--- config.mk ---
export PLATFORM = sky130hd
export DESIGN_NAME = unix_time_to_calendar_date_core
export DESIGN_NICKNAME = d
export VERILOG_FILES = /design/src/rtl/core/ucd_pkg.sv /design/src/rtl/core/unix_time_to_calendar_date_core.sv /design/src/rtl/core/ucd_divc.sv
export SDC_FILE = /design/constraint.sdc
export NUM_CORES = 2
export LEC_CHECK = 0
export BUFFER_PORTS_ARGS = -buffer_cell sky130_fd_sc_hd__buf_2
export CAP_MARGIN = 0
export CORE_MARGIN = 3
export CORE_UTILIZATION = 42
export DETAILED_ROUTE_END_ITERATION = 10
export PLACE_DENSITY_LB_ADDON = 0.08
export SETUP_SLACK_MARGIN = 0.15
export SLEW_MARGIN = 20
export SYNTH_ARGS = -nofsm -noshare
export SYNTH_HDL_FRONTEND = slang
export SYNTH_SLANG_ARGS = --single-unit
--- constraint.sdc ---
create_clock -name clk -period 55.2 [get_ports clk]
set_clock_uncertainty 0.1 [all_clocks]
set_input_delay 0 -clock clk [delete_from_list [all_inputs] [get_ports clk]]
set_output_delay 0 -clock clk [all_outputs]
set_load 0.005 [all_outputs]
--- src/rtl/core/ucd_pkg.sv ---
// ----------------------------------------------------------------------------
// ucd_pkg: shared constants for the timestamp to calendar converter
// Day offsets, Gregorian cycle lengths, cumulative month tables and latency.
// ----------------------------------------------------------------------------
package ucd_pkg;

	// Day-of-year values run 0..365
	typedef logic [8:0] doy_t;

	// Days from 0001-01-01 to 1970-01-01
	localparam int unsigned DAY_OFFSET = 719162;

	// Gregorian cycle lengths in days
	localparam int unsigned DAYS_400Y = 146097;
	localparam int unsigned DAYS_100Y = 36524;
	localparam int unsigned DAYS_4Y   = 1461;
	localparam int unsigned DAYS_1Y   = 365;

	// Seconds of day split: day = 2^7 * 675, hour = 2^4 * 225, minute = 2^2 * 15
	localparam int unsigned DAY_ODD  = 675;
	localparam int unsigned HOUR_ODD = 225;
	localparam int unsigned MIN_ODD  = 15;

	// Days in front of each month, common year then leap year
	localparam doy_t CUM_DAYS [2][13] = '{
		'{9'd0, 9'd31, 9'd59, 9'd90, 9'd120, 9'd151, 9'd181,
		  9'd212, 9'd243, 9'd273, 9'd304, 9'd334, 9'd365},
		'{9'd0, 9'd31, 9'd60, 9'd91, 9'd121, 9'd152, 9'd182,
		  9'd213, 9'd244, 9'd274, 9'd305, 9'd335, 9'd366}
	};

	// Cycles from input acceptance to output register
	localparam int unsigned PIPE_LAT = 18;

endpackage

--- src/rtl/core/unix_time_to_calendar_date_core.sv ---
// ----------------------------------------------------------------------------
// unix_time_to_calendar_date_core: seconds since 1970 to UTC date and time
// Converts a 40-bit epoch second count into year, month, day, hour, minute
// and second of the proleptic Gregorian calendar.
// ----------------------------------------------------------------------------
// Usage:
//   Input stream s_*: one word per timestamp, s_tdata[39:0] = seconds.
//   Output stream m_*: one word per timestamp, same order, fields packed
//   from the low bit up (see the m_tdata port).
//   Throughput is one word per cycle when nothing stalls. The pipeline is
//   the chain of constant dividers (86400, then 400/100/4/1-year cycles,
//   with hour and minute in parallel), three stages each, plus one rebase
//   stage and two stages for the month lookup and the output register.
//   All stages move together: when m_tvalid is high and m_tready low, the
//   whole pipeline holds and s_tready drops; nothing is lost or repeated.
//   Reset clears the valid bits only; the pipeline comes up empty.
//   No state carries from one word to the next.
// ----------------------------------------------------------------------------
module unix_time_to_calendar_date_core (
	input  logic        clk,
	input  logic        arst_n,
	input  logic        s_tvalid,
	output logic        s_tready,
	input  logic [39:0] s_tdata,   // [39:0] seconds_since_epoch
	output logic        m_tvalid,
	input  logic        m_tready,
	output logic [47:0] m_tdata    // year, month, day_of_month, hour, minute, second
);

	import ucd_pkg::*;

	logic                en;
	logic [PIPE_LAT-1:0] vld_q;

	// day split
	logic [23:0] days_a;
	logic [9:0]  rdh_a;
	logic [6:0]  rdl_a;
	logic [23:0] z_s4;
	logic [16:0] rd_s4;

	// 400-year cycles
	logic [6:0]  n400_b;
	logic [17:0] r400_b;
	logic [16:0] rd_b;

	// 100-year cycles and hour
	logic [2:0]  n100_c;
	logic [15:0] r100_c;
	logic [6:0]  n400_c;
	logic [4:0]  hour_c;
	logic [7:0]  rhh_c;
	logic [3:0]  rhl_c;
	logic [11:0] remh_c;

	// 4-year cycles and minute
	logic [4:0]  n4_d;
	logic [10:0] r4_d;
	logic [8:0]  yhi_d;
	logic [8:0]  yhi_d_o;
	logic [5:0]  min_d;
	logic [3:0]  rm_d;
	logic [6:0]  hsl_d;
	logic [5:0]  sec_d;

	// single years
	logic [2:0]  n1_e;
	logic [8:0]  doy_e;
	logic [30:0] side_e;
	logic [6:0]  n400_e;
	logic [1:0]  n100_e;
	logic [4:0]  n4_e;
	logic [4:0]  hour_e;
	logic [5:0]  min_e;
	logic [5:0]  sec_e;
	logic [1:0]  n1_w;
	logic        leap_e;
	logic [3:0]  mon_e;

	// month lookup and output
	logic        leap_s17;
	logic [3:0]  mon_s17;
	doy_t        doy_s17;
	logic [15:0] ysum_s17;
	logic [6:0]  ytail_s17;
	logic [4:0]  hour_s17;
	logic [5:0]  min_s17;
	logic [5:0]  sec_s17;
	logic [15:0] year_s18;
	logic [3:0]  month_s18;
	logic [4:0]  day_s18;
	logic [4:0]  hour_s18;
	logic [5:0]  min_s18;
	logic [5:0]  sec_s18;

	// global advance: move when the output slot is free or being taken
	assign en       = !vld_q[PIPE_LAT-1] || m_tready;
	assign s_tready = en;
	assign m_tvalid = vld_q[PIPE_LAT-1];

	always_ff @(posedge clk or negedge arst_n) begin
		if (!arst_n) begin
			vld_q <= '0;
		end else if (en) begin
			vld_q <= {vld_q[PIPE_LAT-2:0], s_tvalid};
		end
	end

	// seconds / 86400 as (seconds >> 7) / 675
	ucd_divc #(
		.IN_W(33), .DIV(DAY_ODD), .Q_W(24), .R_W(10), .CAP(16777215), .SIDE_W(7)
	) u_div_day (
		.clk(clk), .en(en), .x(s_tdata[39:7]), .side_in(s_tdata[6:0]),
		.q(days_a), .r(rdh_a), .side_out(rdl_a)
	);

	// rebase day count to 0001-01-01
	always_ff @(posedge clk) begin
		if (en) begin
			z_s4  <= days_a + 24'(DAY_OFFSET);
			rd_s4 <= {rdh_a, rdl_a};
		end
	end

	ucd_divc #(
		.IN_W(24), .DIV(DAYS_400Y), .Q_W(7), .R_W(18), .CAP(127), .SIDE_W(17)
	) u_div_400 (
		.clk(clk), .en(en), .x(z_s4), .side_in(rd_s4),
		.q(n400_b), .r(r400_b), .side_out(rd_b)
	);

	// last day of a 400-year cycle stays in century 3
	ucd_divc #(
		.IN_W(18), .DIV(DAYS_100Y), .Q_W(3), .R_W(16), .CAP(3), .SIDE_W(7)
	) u_div_100 (
		.clk(clk), .en(en), .x(r400_b), .side_in(n400_b),
		.q(n100_c), .r(r100_c), .side_out(n400_c)
	);

	// hour = (sec_of_day >> 4) / 225
	ucd_divc #(
		.IN_W(13), .DIV(HOUR_ODD), .Q_W(5), .R_W(8), .CAP(31), .SIDE_W(4)
	) u_div_hour (
		.clk(clk), .en(en), .x(rd_b[16:4]), .side_in(rd_b[3:0]),
		.q(hour_c), .r(rhh_c), .side_out(rhl_c)
	);

	assign remh_c = {rhh_c, rhl_c};
	assign yhi_d  = {n400_c, n100_c[1:0]};

	ucd_divc #(
		.IN_W(16), .DIV(DAYS_4Y), .Q_W(5), .R_W(11), .CAP(31), .SIDE_W(9)
	) u_div_4 (
		.clk(clk), .en(en), .x(r100_c), .side_in(yhi_d),
		.q(n4_d), .r(r4_d), .side_out(yhi_d_o)
	);

	// minute = (sec_of_hour >> 2) / 15
	ucd_divc #(
		.IN_W(10), .DIV(MIN_ODD), .Q_W(6), .R_W(4), .CAP(63), .SIDE_W(7)
	) u_div_min (
		.clk(clk), .en(en), .x(remh_c[11:2]), .side_in({hour_c, remh_c[1:0]}),
		.q(min_d), .r(rm_d), .side_out(hsl_d)
	);

	assign sec_d = {rm_d, hsl_d[1:0]};

	// last day of a 4-year cycle stays in year 3
	ucd_divc #(
		.IN_W(11), .DIV(DAYS_1Y), .Q_W(3), .R_W(9), .CAP(3), .SIDE_W(31)
	) u_div_1 (
		.clk(clk), .en(en), .x(r4_d),
		.side_in({yhi_d_o, n4_d, hsl_d[6:2], min_d, sec_d}),
		.q(n1_e), .r(doy_e), .side_out(side_e)
	);

	assign {n400_e, n100_e, n4_e, hour_e, min_e, sec_e} = side_e;
	assign n1_w = n1_e[1:0];

	// leap: year % 4 == 0 unless a century year outside the 400 boundary
	assign leap_e = (n1_w == 2'd3) && ((n4_e != 5'd24) || (n100_e == 2'd3));

	// month index (from 0) = number of month starts after January at or below the day of year
	always_comb begin
		mon_e = '0;
		for (int i = 1; i < 12; i++) begin
			if (doy_e >= CUM_DAYS[leap_e][i]) begin
				mon_e = mon_e + 4'd1;
			end
		end
	end

	always_ff @(posedge clk) begin
		if (en) begin
			leap_s17  <= leap_e;
			mon_s17   <= mon_e;
			doy_s17   <= doy_e;
			ysum_s17  <= 16'(n400_e) * 16'd400 + 16'(n100_e) * 16'd100;
			ytail_s17 <= 7'(n4_e) * 7'd4 + 7'(n1_w) + 7'd1;
			hour_s17  <= hour_e;
			min_s17   <= min_e;
			sec_s17   <= sec_e;
		end
	end

	// output register
	always_ff @(posedge clk) begin
		if (en) begin
			year_s18  <= ysum_s17 + 16'(ytail_s17);
			month_s18 <= mon_s17 + 4'd1;
			day_s18   <= 5'(doy_s17 - CUM_DAYS[leap_s17][mon_s17] + 9'd1);
			hour_s18  <= hour_s17;
			min_s18   <= min_s17;
			sec_s18   <= sec_s17;
		end
	end

	assign m_tdata = {6'd0, sec_s18, min_s18, hour_s18, day_s18, month_s18, year_s18};

	// checks
	a_month: assert property (@(posedge clk) disable iff (!arst_n)
		m_tvalid |-> (month_s18 >= 4'd1 && month_s18 <= 4'd12))
		else $error("month out of range");

	a_day: assert property (@(posedge clk) disable iff (!arst_n)
		m_tvalid |-> (day_s18 >= 5'd1 && hour_s18 < 5'd24))
		else $error("day or hour out of range");

	a_minsec: assert property (@(posedge clk) disable iff (!arst_n)
		m_tvalid |-> (min_s18 < 6'd60 && sec_s18 < 6'd60))
		else $error("minute or second out of range");

	a_year: assert property (@(posedge clk) disable iff (!arst_n)
		m_tvalid |-> year_s18 >= 16'd1970)
		else $error("year before epoch");

	a_bp: assert property (@(posedge clk) disable iff (!arst_n)
		!s_tready |-> (m_tvalid && !m_tready))
		else $error("input stalled without output back-pressure");

endmodule

--- src/rtl/core/ucd_divc.sv ---
// ----------------------------------------------------------------------------
// ucd_divc: pipelined division by a constant
// Reciprocal multiply, back-multiply and subtract, then one correction step
// with an optional cap on the quotient. Three stages, sideband rides along.
// ----------------------------------------------------------------------------
module ucd_divc #(
	parameter int IN_W   = 24,
	parameter int DIV    = 146097,
	parameter int Q_W    = 7,
	parameter int R_W    = 18,
	parameter int CAP    = 127,
	parameter int SIDE_W = 1
) (
	input  logic              clk,
	input  logic              en,
	input  logic [IN_W-1:0]   x,
	input  logic [SIDE_W-1:0] side_in,
	output logic [Q_W-1:0]    q,
	output logic [R_W-1:0]    r,
	output logic [SIDE_W-1:0] side_out
);

	// x < 2^K, so the floor reciprocal undershoots the quotient by at most one
	localparam int K   = IN_W;
	localparam int M_W = K - $clog2(DIV) + 1;
	localparam int P_W = IN_W + M_W;
	localparam logic [M_W-1:0] MUL   = M_W'((64'd1 << K) / 64'(DIV));
	localparam logic [R_W:0]   DIV_R = (R_W+1)'(DIV);
	localparam logic [Q_W-1:0] CAP_Q = Q_W'(CAP);

	logic [IN_W-1:0]   x_s1;
	logic [P_W-1:0]    prod_s1;
	logic [SIDE_W-1:0] side_s1;
	logic [Q_W-1:0]    qe_s2;
	logic [R_W:0]      re_s2;
	logic [SIDE_W-1:0] side_s2;
	logic [Q_W-1:0]    q_s3;
	logic [R_W-1:0]    r_s3;
	logic [SIDE_W-1:0] side_s3;

	logic [P_W-1:0] prod_c;
	logic [Q_W-1:0] qe_c;
	logic [R_W:0]   re_c;
	logic [Q_W-1:0] qf_c;
	logic [R_W:0]   rf_c;

	// stage 1: reciprocal product
	assign prod_c = P_W'(x) * P_W'(MUL);

	// stage 2: quotient estimate and partial remainder
	assign qe_c = Q_W'(prod_s1 >> K);
	assign re_c = (R_W+1)'(x_s1 - IN_W'(qe_c) * IN_W'(DIV));

	// stage 3: fix an estimate one low, hold the quotient at its cap
	always_comb begin
		if (qe_s2 > CAP_Q) begin
			qf_c = CAP_Q;
			rf_c = re_s2 + DIV_R;
		end else if (re_s2 >= DIV_R && qe_s2 < CAP_Q) begin
			qf_c = qe_s2 + Q_W'(1);
			rf_c = re_s2 - DIV_R;
		end else begin
			qf_c = qe_s2;
			rf_c = re_s2;
		end
	end

	always_ff @(posedge clk) begin
		if (en) begin
			x_s1    <= x;
			prod_s1 <= prod_c;
			side_s1 <= side_in;
			qe_s2   <= qe_c;
			re_s2   <= re_c;
			side_s2 <= side_s1;
			q_s3    <= qf_c;
			r_s3    <= R_W'(rf_c);
			side_s3 <= side_s2;
		end
	end

	assign q        = q_s3;
	assign r        = r_s3;
	assign side_out = side_s3;

endmodule
# --- Word level (Yosys, flattened, before mapping) ---
# Index checks and enable logic that the tools add are counted.
word_totals:
  elab_cells: 235
  latch_bits: 0
  mem_bits_rw: 0
  romBits: 0
  memories: 0
  output_inout_bits: 50
  regBits: 914
op_classes:
  n_shift: 0
  multipliers: 16
  bitwise: 3
  div_mod_pow: 0
  mux: 41
  addsub: 46
  n_reduce_logical: 11
  eq_ne: 3
  n_lt_le_gt_ge: 35
op_table:
  columns: ["cell", "count"]
  rows:
  - ["117-bit two-way mux", 2]
  - ["108-bit two-way mux", 2]
  - ["93-bit two-way mux", 2]
  - ["9-bit >= comparator", 11]
  - ["33-bit by 24-bit multiplier with 57-bit output, second input constant", 1]
  - ["4-bit two-way mux", 12]
  - ["4-bit by 1-bit adder with 4-bit output, second input constant", 11]
  - ["9-bit binary-select mux with 4-bit select", 1]
  - ["18-bit two-way mux", 2]
  - ["16-bit two-way mux", 2]
  - ["24-bit by 6-bit multiplier with 30-bit output, second input constant", 1]
  - ["24-bit by 1-bit adder with 24-bit output, second input constant", 1]
  - ["24-bit by 20-bit adder with 24-bit output, second input constant", 1]
  - ["24-bit greater-than comparator, second input constant", 1]
  - ["24-bit less-than comparator, second input constant", 1]
  - ["24-bit by 10-bit multiplier with 11-bit output, second input constant", 1]
  - ["24-bit two-way mux", 1]
  - ["11-bit two-way mux", 2]
  - ["18-bit by 3-bit multiplier with 21-bit output, second input constant", 1]
  - ["10-bit two-way mux", 2]
  - ["5-bit two-way mux", 4]
  - ["19-bit by 18-bit >= comparator with 1-bit output, second input constant", 1]
  - ["16-bit by 4-bit multiplier with 19-bit output, second input constant", 1]
  - ["7-bit by 18-bit multiplier with 19-bit output, second input constant", 1]
  - ["other kinds (67)", 90]

# --- Longest topological paths before layout ---
depth:
  depth_word: 29
  depth_mapped: 32
  mapped_depth_nobuf: 32

# --- Cells and area by module ---
# From an unflattened synthesis, not the netlist that was laid out.
unflattened:
  hier_cells: 4489
  hier_area_um2: 55771.0
modules_own_cells:
  columns: ["mod", "area_per_inst_um2", "instances", "cells_per_inst"]
  rows:
  - ["ucd_divc (u_div_day)", 17309.1, 1, 1517]
  - ["ucd_divc (u_div_400)", 9389.0, 1, 791]
  - ["unix_time_to_calendar_date_core", 8032.7, 1, 629]
  - ["ucd_divc (u_div_1)", 5303.8, 1, 307]
  - ["ucd_divc (u_div_4)", 5220.0, 1, 457]
  - ["ucd_divc (u_div_100)", 4964.8, 1, 398]
  - ["ucd_divc (u_div_hour)", 3044.2, 1, 232]
  - ["ucd_divc (u_div_min)", 2507.4, 1, 158]

# --- Least setup slack after synthesis ---
# OpenSTA, ideal clock, no wires.
synth_path:
  kind: "flip-flop to flip-flop"
  startpoint: "reg vld_q[17]"
  endpoint: "reg vld_q[10]"
  t_arrival_ns: 24.707
  setup_slack_ns: 30.216
  n_path_buf: 2
  setup_time_ns: 0.176
  stages_incl_launch_ff: 5
  synth_period_minus_slack_ns: 24.984
  path_cell_list: "dfrtp_1 nand2b_1 clkbuf_1 clkbuf_1 mux2_2"
synth_between:
  elab_chain_len: 2
synth_lines:
  columns: ["element", "line_no", "source"]
  rows:
  - ["start: declaration", "unix_time_to_calendar_date_core.sv:33", "logic [PIPE_LAT-1:0] vld_q;"]
  - ["start signal: assignment", "unix_time_to_calendar_date_core.sv:105", "vld_q <= {vld_q[PIPE_LAT-2:0], s_tvalid};"]
  - ["1-bit zero test", "unix_time_to_calendar_date_core.sv:97", "assign en = !vld_q[PIPE_LAT-1] || m_tready;"]
  - ["1-bit logical OR", "unix_time_to_calendar_date_core.sv:97", null]
  - ["net s_tready", "unix_time_to_calendar_date_core.sv:23", "output logic s_tready,"]
# The timed path passes the listed nets, and every way through them passes these cells.
# A chain may end at the register's enable or synchronous reset.

# --- Worst setup path after layout ---
layout_path:
  startpoint: "reg u_div_1.side_s3[22], in the netlist u_div_1.side_out[22]"
  endpoint: "reg mon_s17[1], data pin"
layout_between:
  elab_chain_len: 27
layout_lines:
  columns: ["element", "line_no", "source"]
  rows:
  - ["start: declaration", "ucd_divc.sv:39", "logic [SIDE_W-1:0] side_s3;"]
  - ["start signal: assignment", "ucd_divc.sv:78", "side_s3 <= side_s2;"]
  - ["2-bit == test (*)", "unix_time_to_calendar_date_core.sv:181", "assign leap_e = (n1_w == 2'd3) && ((n4_e != 5'd24) || (n100_e == 2'd3));"]
  - ["1-bit logical OR (*)", "unix_time_to_calendar_date_core.sv:181", null]
  - ["1-bit logical AND (*)", "unix_time_to_calendar_date_core.sv:181", null]
  - ["net leap_e", "unix_time_to_calendar_date_core.sv:77", "logic leap_e;"]
  - ["1-bit NOT with 2-bit output (implied by the code) (*)", "unix_time_to_calendar_date_core.sv:187", "if (doy_e >= CUM_DAYS[leap_e][i]) begin"]
  - ["93-bit two-way mux (implied by the code) (*)", "unix_time_to_calendar_date_core.sv:187", null]
  - ["108-bit two-way mux (implied by the code) (*) (2 in series)", "unix_time_to_calendar_date_core.sv:187", null]
  - ["9-bit >= comparator", "unix_time_to_calendar_date_core.sv:187", null]
  - ["[12 not listed]", null, null]
  - ["4-bit two-way mux", "unix_time_to_calendar_date_core.sv:187", null]
  - ["4-bit by 1-bit adder with 4-bit output", "unix_time_to_calendar_date_core.sv:188", "mon_e = mon_e + 4'd1;"]
  - ["4-bit two-way mux", "unix_time_to_calendar_date_core.sv:187", null]
  - ["4-bit by 1-bit adder with 4-bit output", "unix_time_to_calendar_date_core.sv:188", null]
  - ["4-bit two-way mux", "unix_time_to_calendar_date_core.sv:187", null]
  - ["4-bit by 1-bit adder with 4-bit output", "unix_time_to_calendar_date_core.sv:188", null]
  - ["4-bit two-way mux (*)", "unix_time_to_calendar_date_core.sv:187", null]
  - ["net mon_e[1]", "unix_time_to_calendar_date_core.sv:78", "logic [3:0] mon_e;"]
  - ["end signal: assignment", "unix_time_to_calendar_date_core.sv:196", "mon_s17 <= mon_e;"]
  - ["end: declaration", "unix_time_to_calendar_date_core.sv:82", "logic [3:0] mon_s17;"]
# The timed path passes the listed nets; every way through them passes the cells marked *. The select of a mux whose other input is x is not followed.

==> flow_summary.toml <==
[worst_setup_path]
worst_ep_required_time_ps = 55510
endpoint_kind = "flop"
cp.arrival_ps = 9350
critical_path_class = "flop to flop"
crit_path_start_kind = "flop"
timing.critical_path.mode_cell = "ha_1"
slowest_stage = "o41ai_2"
cpPeakStageDelay_ps = 860
crit_fanout = 6

[route]
detail_route.wl_per_cell_um = 15.62
avgViaCountPerCell = 4.884
drt-pass1-iter-count = 5
vias = 29610
drc_errors = 0
ant_nets = 0
drtIter0Drc = 1272
wirelength_mm = 94.73

[run]
drv_cap = 0

[floorplan]
initial_core_util_pct = 42.53
rows = 130
coreArea_sq_um = 126400
die_x_um = 363.7
die_h_um = 363.7
io_pins = 94
dieArea_sq_um = 132300

[logic_synthesis]
synth-edff-count = 776
syn_avg_cell_area_sq_um = 12.94
synthArstFlopShare_pct = 2.267
synth_seq_cells = 794
syn_area_sq_um = 53750
yosysWarnings = 0
yosys.cell_types.count = 86
synthCells = 4155
yosysSeqAreaShare_pct = 44.19
ys.flop_type = "edfxtp_1"

[outcome]
status = "finished clean"

[sta]
rsz0062_at_grt = "no"
min_period_over_period_pct = 16.38
fin_setup_tns_ps = 0
drv_slew = 0
period_needed_ps = 9043
worst_slew_pin_slew_ps = 1070
setup_viol = 0
max_freq_mhz = 110.6
hold_violations = 0
max_slew_margin_pct = 28.64

[cts]
clk_path_buf_depth = 3
clkTransAtPathRegs_ps = 60
cts.sinks = 794
clk_latency_ps = 650
htreeDepth = 3
cts_tree = "yes"
cts_buffers = 88
cts-root-buf = "clkbuf_16"
cts.repair.resized = 0

[grt]
antenna_found_initial = 0
grt_start_max_net_pins = 186
grt_pass1_vias = 30910
gr-total-overflow = 0
grtUsageTotal_pct = 14.85
grt_pass1_wl_mm = 158.7

[placed_design]
hpwl_mm = 71.66
port_buffers = 87
gp_congestion = 0.7889

[final_layout]
final_net_count = 5553
drive_gt1_share_pct = 6.707
diodes = 0
syn_to_final_growth_pct = 10.57

[hold_path]
holdCritPathClass = "primary input to flop"
-- stage by stage --
stage	worst slack [ps]	cells	hold slack (ps)	util (%)	area [sq um]
floorplan	30220	4160	-395.6	-	53770
finish	46160	6063	241.5	47.02	59430
detailed placement	46000	5872	-150.4	44.44	56160
global route	45670	6063	213.0	47.02	59430
CTS	46020	6063	182.0	47.02	59430
global placement	46170	5872	-150.8	44.44	56160
-- per-layer routing --
layer  track usage [%]  vias up  part of all wire (%)
met5                 0        -                     0
met4             4.602        0                   2.6
met3             2.146      141                   2.9
met2             26.06      310                    50
met1             18.95    14320                    45
li1                  -    14840                     -
-- final timing paths --
path                                       from                    to  slack, ps  cells after the start
setup / recovery           u_div_1.side_out[22]            mon_s17[1]      46160                     29
hold / removal                       s_tdata[7]  u_div_day.prod_s1[0]        240                      2
setup reg to reg           u_div_1.side_out[22]            mon_s17[1]      46160                     29
hold reg to reg            u_div_100.prod_s1[0]    u_div_100.re_s2[0]        310                      0
max in group asynchronous                arst_n              vld_q[5]      54070                      3
min in group asynchronous                arst_n             vld_q[17]        420                      3
-- cell families (layout without fill, tap and decap cells) --
logic type               count (synthesis)  in the layout  share of synthesized area [%]
XOR/XNOR                               354            354                          5.897
AO/OA/AOI/OAI                          538            538                          6.565
multiplexers                            36             36                         0.7566
buffers and inverters                  736            989                          5.284
other                                    1              6                       0.006977
flip-flops                             794            794                          44.19
adder cells (fa/ha/maj)               1166           1166                          32.44
AND/OR/NAND/NOR                        530            530                          4.858
-- cells in the final DEF, fill, tap and decap left out, types with 12 or more instances in the layout --
| cell | count |
|---|---|
| nor2b_1 | 33 |
| nor3_1 | 38 |
| o21ai_0 | 84 |
| clkbuf_16 | 90 |
| o21a_1 | 29 |
| mux2_2 | 25 |
| xor2_1 | 93 |
| nand4_1 | 25 |
| dfrtp_1 | 18 |
| inv_1 | 700 |
| a211oi_1 | 23 |
| edfxtp_1 | 776 |
| a21o_1 | 79 |
| fa_1 | 379 |
| clkinv_1 | 16 |
| ha_1 | 787 |
| nor2_1 | 125 |
| buf_2 | 87 |
| nand2_1 | 136 |
| a21oi_1 | 162 |
| o211ai_1 | 19 |
| clkinv_2 | 14 |
| nand2b_1 | 25 |
| xnor2_1 | 255 |
| nand3_1 | 57 |
| nor4_1 | 12 |
| o21bai_1 | 21 |
| and3_1 | 18 |
| dlygate4sd3_1 | 31 |
| a31oi_1 | 16 |
-- worst max-delay path, delay by kind of cell, from the launching register on --
kind / cells / cell delay, ps
buffers and inverters: 1 / 240
xor gates and xnor gates: 3 / 400
and+or+nand+nor: 5 / 1420
DFF: 1 / 430
AOI/OAI and AO/OA: 8 / 2740
adders and majority gates: 8 / 2390
muxes: 4 / 1070
-- cells in the mapped netlist (19+ instances only) --
| master | n | area (sq um) |
|---|---|---|
| nor3_1 | 38 | 190.2 |
| nand2b_1 | 26 | 162.7 |
| a211oi_1 | 23 | 172.7 |
| mux2_2 | 25 | 281.5 |
| nand3_1 | 57 | 285.3 |
| a21o_1 | 79 | 593.1 |
| o21ai_0 | 84 | 420.4 |
| edfxtp_1 | 776 | 23300 |
| xor2_1 | 93 | 814.5 |
| o21a_1 | 29 | 217.7 |
| a21oi_1 | 162 | 810.8 |
| clkbuf_1 | 21 | 78.83 |
| fa_1 | 379 | 7587 |
| nand2_1 | 136 | 510.5 |
| nand4_1 | 25 | 156.4 |
| nor2_1 | 125 | 469.2 |
| o211ai_1 | 19 | 142.6 |
| inv_1 | 700 | 2628 |
| ha_1 | 787 | 9847 |
| xnor2_1 | 255 | 2233 |
| o21bai_1 | 21 | 157.7 |
| nor2b_1 | 34 | 212.7 |
-- what timing repair did --
item	4_1_cts	5_1_grt
hold endpoints to repair	61	0
setup buffers	0	0
hold buffers	31	0
-- sequential cells by signal (all words and copies together) (netlist names), 14 cells and up --
| signal | cells |
|---|---|
| u_div_1.side_out | 31 |
| u_div_1.side_s1 | 31 |
| u_div_1.side_s2 | 31 |
| u_div_day.prod_s1 | 26 |
| u_div_day.q | 24 |
| u_div_day.qe_s2 | 24 |
| z_s4 | 24 |
| u_div_400.re_s2 | 19 |
| u_div_400.x_s1 | 19 |
| u_div_400.r | 18 |
| vld_q | 18 |
| rd_s4 | 17 |
| u_div_100.re_s2 | 17 |
| u_div_400.side_out | 17 |
| u_div_400.side_s1 | 17 |
| u_div_400.side_s2 | 17 |
| u_div_100.r | 16 |
| u_div_100.x_s1 | 16 |
| year_s18 | 16 |
| ysum_s17 | 14 |
-- area by class of cell --
type,count,area (sq um)
clock buffers,104,2335
repair buffers,128,833.3
fillers,11380,66950
well taps,1650,2064
multi-input cells,2630,27190
flip-flops and latches,794,23750
inverters,701,2634
clock inverters,56,620.6
Power is not shown: default switching activity piles up to over one toggle a cycle in this logic, so the estimate is an artifact.
